**config.mk**
```make
export PLATFORM = sky130hd
export DESIGN_NAME = rbsi_divider
export DESIGN_NICKNAME = d
export VERILOG_FILES = /design/src/design/rbsi_pkg.sv /design/src/design/rbsi_divider.sv
export SDC_FILE = /design/constraint.sdc
export NUM_CORES = 2
export LEC_CHECK = 0
export BUFFER_PORTS_ARGS = -buffer_cell sky130_fd_sc_hd__clkbuf_2
export CAP_MARGIN = 15
export CORE_UTILIZATION = 60
export DETAILED_ROUTE_END_ITERATION = 8
export GPL_TIMING_DRIVEN = 0
export PLACE_DENSITY_LB_ADDON = 0.08
export SETUP_SLACK_MARGIN = 0.02
export SYNTH_ARGS = -nofsm -noshare
export SYNTH_HDL_FRONTEND = slang
export SYNTH_SLANG_ARGS = --single-unit
```
**constraint.sdc**
```tcl
create_clock -name clock -period 9.9 [get_ports clock]
set_input_delay 2.97 -clock clock [delete_from_list [all_inputs] [get_ports clock]]
set_output_delay 2.97 -clock clock [all_outputs]
set_load 0.01 [all_outputs]
```
**src/design/rbsi_pkg.sv**
```systemverilog
// ----------------------------------------------------------------------------
// rbsi_pkg
// Shared types and constants for the ray/box slab intersection block.
// ----------------------------------------------------------------------------
package rbsi_pkg;

   localparam int DATA_W        = 32;
   localparam int FRAC_BITS_DEF = 16;
   localparam int NUM_AXES      = 3;
   localparam int NUM_CFG       = 6;
   localparam int CSR_IDX_W     = 3;

   localparam logic signed [DATA_W-1:0] T_MIN = {1'b1, {(DATA_W-1){1'b0}}};
   localparam logic signed [DATA_W-1:0] T_MAX = {1'b0, {(DATA_W-1){1'b1}}};

   typedef enum logic [CSR_IDX_W-1:0] {
      CSR_BOX_LOW_X  = 3'd0,
      CSR_BOX_LOW_Y  = 3'd1,
      CSR_BOX_LOW_Z  = 3'd2,
      CSR_BOX_HIGH_X = 3'd3,
      CSR_BOX_HIGH_Y = 3'd4,
      CSR_BOX_HIGH_Z = 3'd5
   } csr_index_type;

   // sideband that travels alongside the dividers
   typedef struct packed {
      logic                     valid;
      logic signed [DATA_W-1:0] closest;
      logic [NUM_AXES-1:0]      par;
      logic [NUM_AXES-1:0]      par_miss;
      logic [2*NUM_AXES-1:0]    neg;
   } side_type;

endpackage

```
**src/design/rbsi_divider.sv**
```systemverilog
// ----------------------------------------------------------------------------
// rbsi_divider
// Pipelined restoring divider, one quotient bit per stage, with overflow
// flag for quotients of 2^32 or more.
// ----------------------------------------------------------------------------
module rbsi_divider
   import rbsi_pkg::*;
#(
   parameter int FRAC_BITS = FRAC_BITS_DEF
) (
   input  logic                        clock,
   input  logic                        enable,
   input  logic [DATA_W+FRAC_BITS:0]   num,
   input  logic [DATA_W-1:0]           den,
   output logic [DATA_W-1:0]           quot,
   output logic                        ovf
);

   localparam int NW = DATA_W + FRAC_BITS + 1;
   localparam int QW = DATA_W;

   logic [NW-1:0] rem_ff [0:QW-1];
   logic [QW-1:0] den_ff [0:QW-1];
   logic [QW-1:0] quo_ff [0:QW];
   logic          ovf_ff [0:QW];
   logic          ovf_in;

   assign ovf_in = (QW+1)'(num[NW-1:QW]) >= {1'b0, den};

   always_ff @(posedge clock) begin
      if (enable) begin
         rem_ff[0] <= num;
         den_ff[0] <= den;
         quo_ff[0] <= '0;
         ovf_ff[0] <= ovf_in;
      end
   end

   for (genvar k = 0; k < QW; k++) begin : g_step
      localparam int SH = QW - 1 - k;
      logic          ge;
      logic [NW-1:0] sub;
      logic [QW-1:0] quo_in;

      always_comb begin
         ge     = (rem_ff[k] >> SH) >= NW'(den_ff[k]);
         sub    = rem_ff[k] - (NW'(den_ff[k]) << SH);
         quo_in = quo_ff[k];
         quo_in[SH] = ge;
      end

      always_ff @(posedge clock) begin
         if (enable) begin
            quo_ff[k+1] <= quo_in;
            ovf_ff[k+1] <= ovf_ff[k];
         end
      end

      if (k < QW - 1) begin : g_rem
         always_ff @(posedge clock) begin
            if (enable) begin
               rem_ff[k+1] <= ge ? sub : rem_ff[k];
               den_ff[k+1] <= den_ff[k];
            end
         end
      end
   end

   assign quot = quo_ff[QW];
   assign ovf  = ovf_ff[QW];

endmodule

```
==> results_dict.tcl <==
set metrics [dict create \
    mappedNetlistArea_mm2 0.155 \
    result_of_the_run "finished clean" \
    synth_warnings 0 \
    grt_pass1_wl_um 541000 \
    fp.dieArea_mm2 0.260 \
    syn_inst 12400 \
    final_min_period_ps 6050 \
    tritoncts_num_sinks 3153 \
    setup_total_neg_slack_ps 0 \
    grt-ovfl-total 0 \
    worst_slew_pin_slew_ps 1290 \
    die_height_um 510 \
    die_width_um 510 \
    final_net_count 14000 \
    yosysUniqueCellTypes 105 \
    post_dp_cell_area_mm2 0.160 \
    io_pins 116 \
    layout-area-overhead-vs-synth_pct 10.8 \
    number_of_filler_instances_in_the_final_layout 18200 \
    fmax_ghz 0.165 \
    cap_violations 0 \
    timing.hold.worst.class "reg -> reg" \
    ctsHtreeMaxLevel 5 \
    fin_ws_ps 3850 \
    maximum_number_of_pins_on_one_net_before_global_route_repair 137 \
    routed_wirelength_um 349000 \
    vdd.ir_drop.worst_mv 0.225 \
    worst_slew_margin_relative_to_its_limit_pct 13.1 \
    grt_pass1_vias 96600 \
    post_drt_wl_per_cell_um 21.1 \
    setup-violations-final 0 \
    cts_buffer_depth 4 \
    postSynthNetCount 13500 \
    place_congestion 0.978 \
    ys_seq_elements 3153 \
    holdBufCountCts 0 \
    synth_area_leaders "edfxtp_1 (61%), ha_1 (7.6%), xnor2_1 (3.0%)" \
    fin_skew_ps 43.6 \
    crit_path_max_fanout 132 \
    worst_ep_arrival_ps 6600 \
    place.detailed.hpwl_um 251000 \
    critical_path.max_stage_delay_ps 540 \
    initial_standard_cell_utilization_of_the_core_pct 60.6 \
    synth_area_per_cell_um2 12.4 \
    critical_path.startpoint_type "input port" \
    gr-usage-all-layers_pct 26.5 \
    post-cts-setup-buffers 0 \
    async_flop_share_pct 0 \
    buffer_ports.inserted 115 \
    synth.top_cell.area_share_pct 61.3 \
    grt_antenna_before_repair 4 \
    unrepaired_setup_endpoints_after_global_routing "no" \
    synth_top_cell_by_area "edfxtp_1" \
    cts.reportedPaths.clkPinSlew_ps 60 \
    vias 99700 \
    placeableCoreArea_mm2 0.255 \
    report.final.hold_viol_count 0 \
    total_power_uw 44300 \
    min_period_over_period_pct 61.1 \
    cts_tree "built" \
    critical_path.cell_chain "clkbuf_8, buf_16, buf_16, buf_16, buf_16, buf_16, buf_16" \
    drt_pass1_iterations 8 \
    yosys_most_used_dff "edfxtp_1" \
    number_of_flops_mapped_to_enable_cells_by_yosys 3153 \
    timing_max_transition_violations_final 0 \
    tritoncts_buffer_count 332 \
    drive_gt1_share_pct 7.15 \
    crit_path_top_delay_cell "buf_16" \
    antenna_left 0 \
    clock_insertion_delay_worst_skew_ps 940 \
    pre_cts_slack_ps 3020 \
    post_synthesis_sequential_area_ratio_pct 61.3 \
    cts_repair_resize_count 0 \
    cp.required_ps 10450 \
    cts_root_buf "clkbuf_16" \
    critPathKind "in -> reg" \
    drc_errors 0 \
    layout.cells.non_filler 16600 \
    sort_of_element_at_the_end_of_the_critical_path "flop" \
    drt_iter0_markers 10100 \
    placed_cells 16000 \
    design_area_final_mm2 0.171 \
    critPathMostFrequentCell "buf_16" \
    avgViaCountPerCell 6.02 \
    power_per_cell_area_mw_per_mm2 259 \
    num_rows 185 \
    p_leak_uw 0.0680 \
]
-- synthesized netlist by cell type, types with 110 or more instances --
library cell and n:
a21o_1 516, a21oi_1 899, clkbuf_1 212, edfxtp_1 3153, ha_1 936, inv_1 1165, mux2_2 186, nand2_1 989
nand2b_1 148, nand3_1 156, nand4_1 167, nor2_1 578, nor2b_1 138, nor3_1 158, o21ai_0 891, o21bai_1 110
xnor2_1 521, xor2_1 355
-- cells in the final DEF (no fill, tap or decap), types with 41 or more instances in the layout --
cell type	Yosys	final
edfxtp_1	3153	3153
inv_1	1165	1165
nand2_1	989	989
ha_1	936	936
a21oi_1	899	899
o21ai_0	891	891
nor2_1	578	578
xnor2_1	521	521
a21o_1	516	516
xor2_1	355	355
clkbuf_16	0	335
clkbuf_1	212	263
mux2_2	186	186
nand4_1	167	167
nor3_1	158	158
nand3_1	156	156
nand2b_1	148	148
nor2b_1	138	138
clkbuf_2	1	117
o21bai_1	110	110
o21a_1	93	93
nor4_1	90	90
and3_1	84	84
a31oi_1	77	77
o31ai_1	72	72
clkinv_1	0	63
clkinv_2	0	54
a211oi_1	52	52
or3_1	48	48
bufinv_16	0	41
-- final timing paths --
check / startpoint / end / slack (ps) / cells past startpoint
setup / recovery: enable / quo_ff[0][1007] / 3850 / 7
hold / removal: quo_ff[0][714] / quo_ff[0][746] / 400 / 0
setup reg to reg: rem_ff[24][7] / rem_ff[25][37] / 3950 / 16
hold reg to reg: quo_ff[0][714] / quo_ff[0][746] / 400 / 0
-- registers in the layout, indices dropped and copies added (netlist names) --
signal,count
rem_ff,1568
quo_ff,528
ovf_ff,33
den_ff,1024
-- metal layers --
layer | GRT usage [%] | vias to the layer above | wire length [um]
li1 | - | 46900 | -
met1 | 39.1 | 48700 | 157000
met2 | 40.9 | 3480 | 157000
met3 | 4.64 | 599 | 26800
met4 | 6.61 | 0 | 8160
met5 | 0 | - | 0
-- worst max-delay path: cells and delay by family --
kind | cells | cell delay (ps)
buffers and inverters | 7 | 2900
-- cell families (layout without fill, tap and decap cells) --
logic type,after synthesis,count (layout),synth area share [%]
simple gates,2736,2736,8.44
compound gates,3086,3086,12.4
xor+xnor,876,876,4.96
mux,204,204,1.47
other cells,0,4,0
fa+ha+maj,967,967,7.98
buf+inv,1426,2173,3.50
flops,3153,3153,61.3
-- report_power, final --
group	switching (uW)	internal, uW
Clock	5390	7360
Sequential	1270	17400
Combinational	7540	5320
Total	14200	30100
-- through the flow --
step / hold slack (ps) / util [%]
after global placement: 400 / 62.5
after CTS: 400 / 67.1
after floorplan: 400 / -
after detailed placement: 405 / 62.8
after global routing: 407 / 67.1
final: 401 / 67.1
-- layout make-up --
| cell class | count | area [um^2] | area share [%] |
|---|---|---|---|
| sequential | 3153 | 94700 | 55.3 |
| multi-input combinational | 7869 | 54500 | 31.8 |
| clock buffer | 386 | 8570 | 5.01 |
| inverter | 1165 | 4370 | 2.55 |
| tap | 3366 | 4210 | 2.46 |
| clock inverter | 217 | 2510 | 1.47 |
| timing repair buffer | 144 | 1340 | 0.781 |
| buffer | 261 | 1030 | 0.603 |
| antenna | 4 | 10.0 | 0.00585 |
No activity file was read; power rests on OpenSTA's default activity.
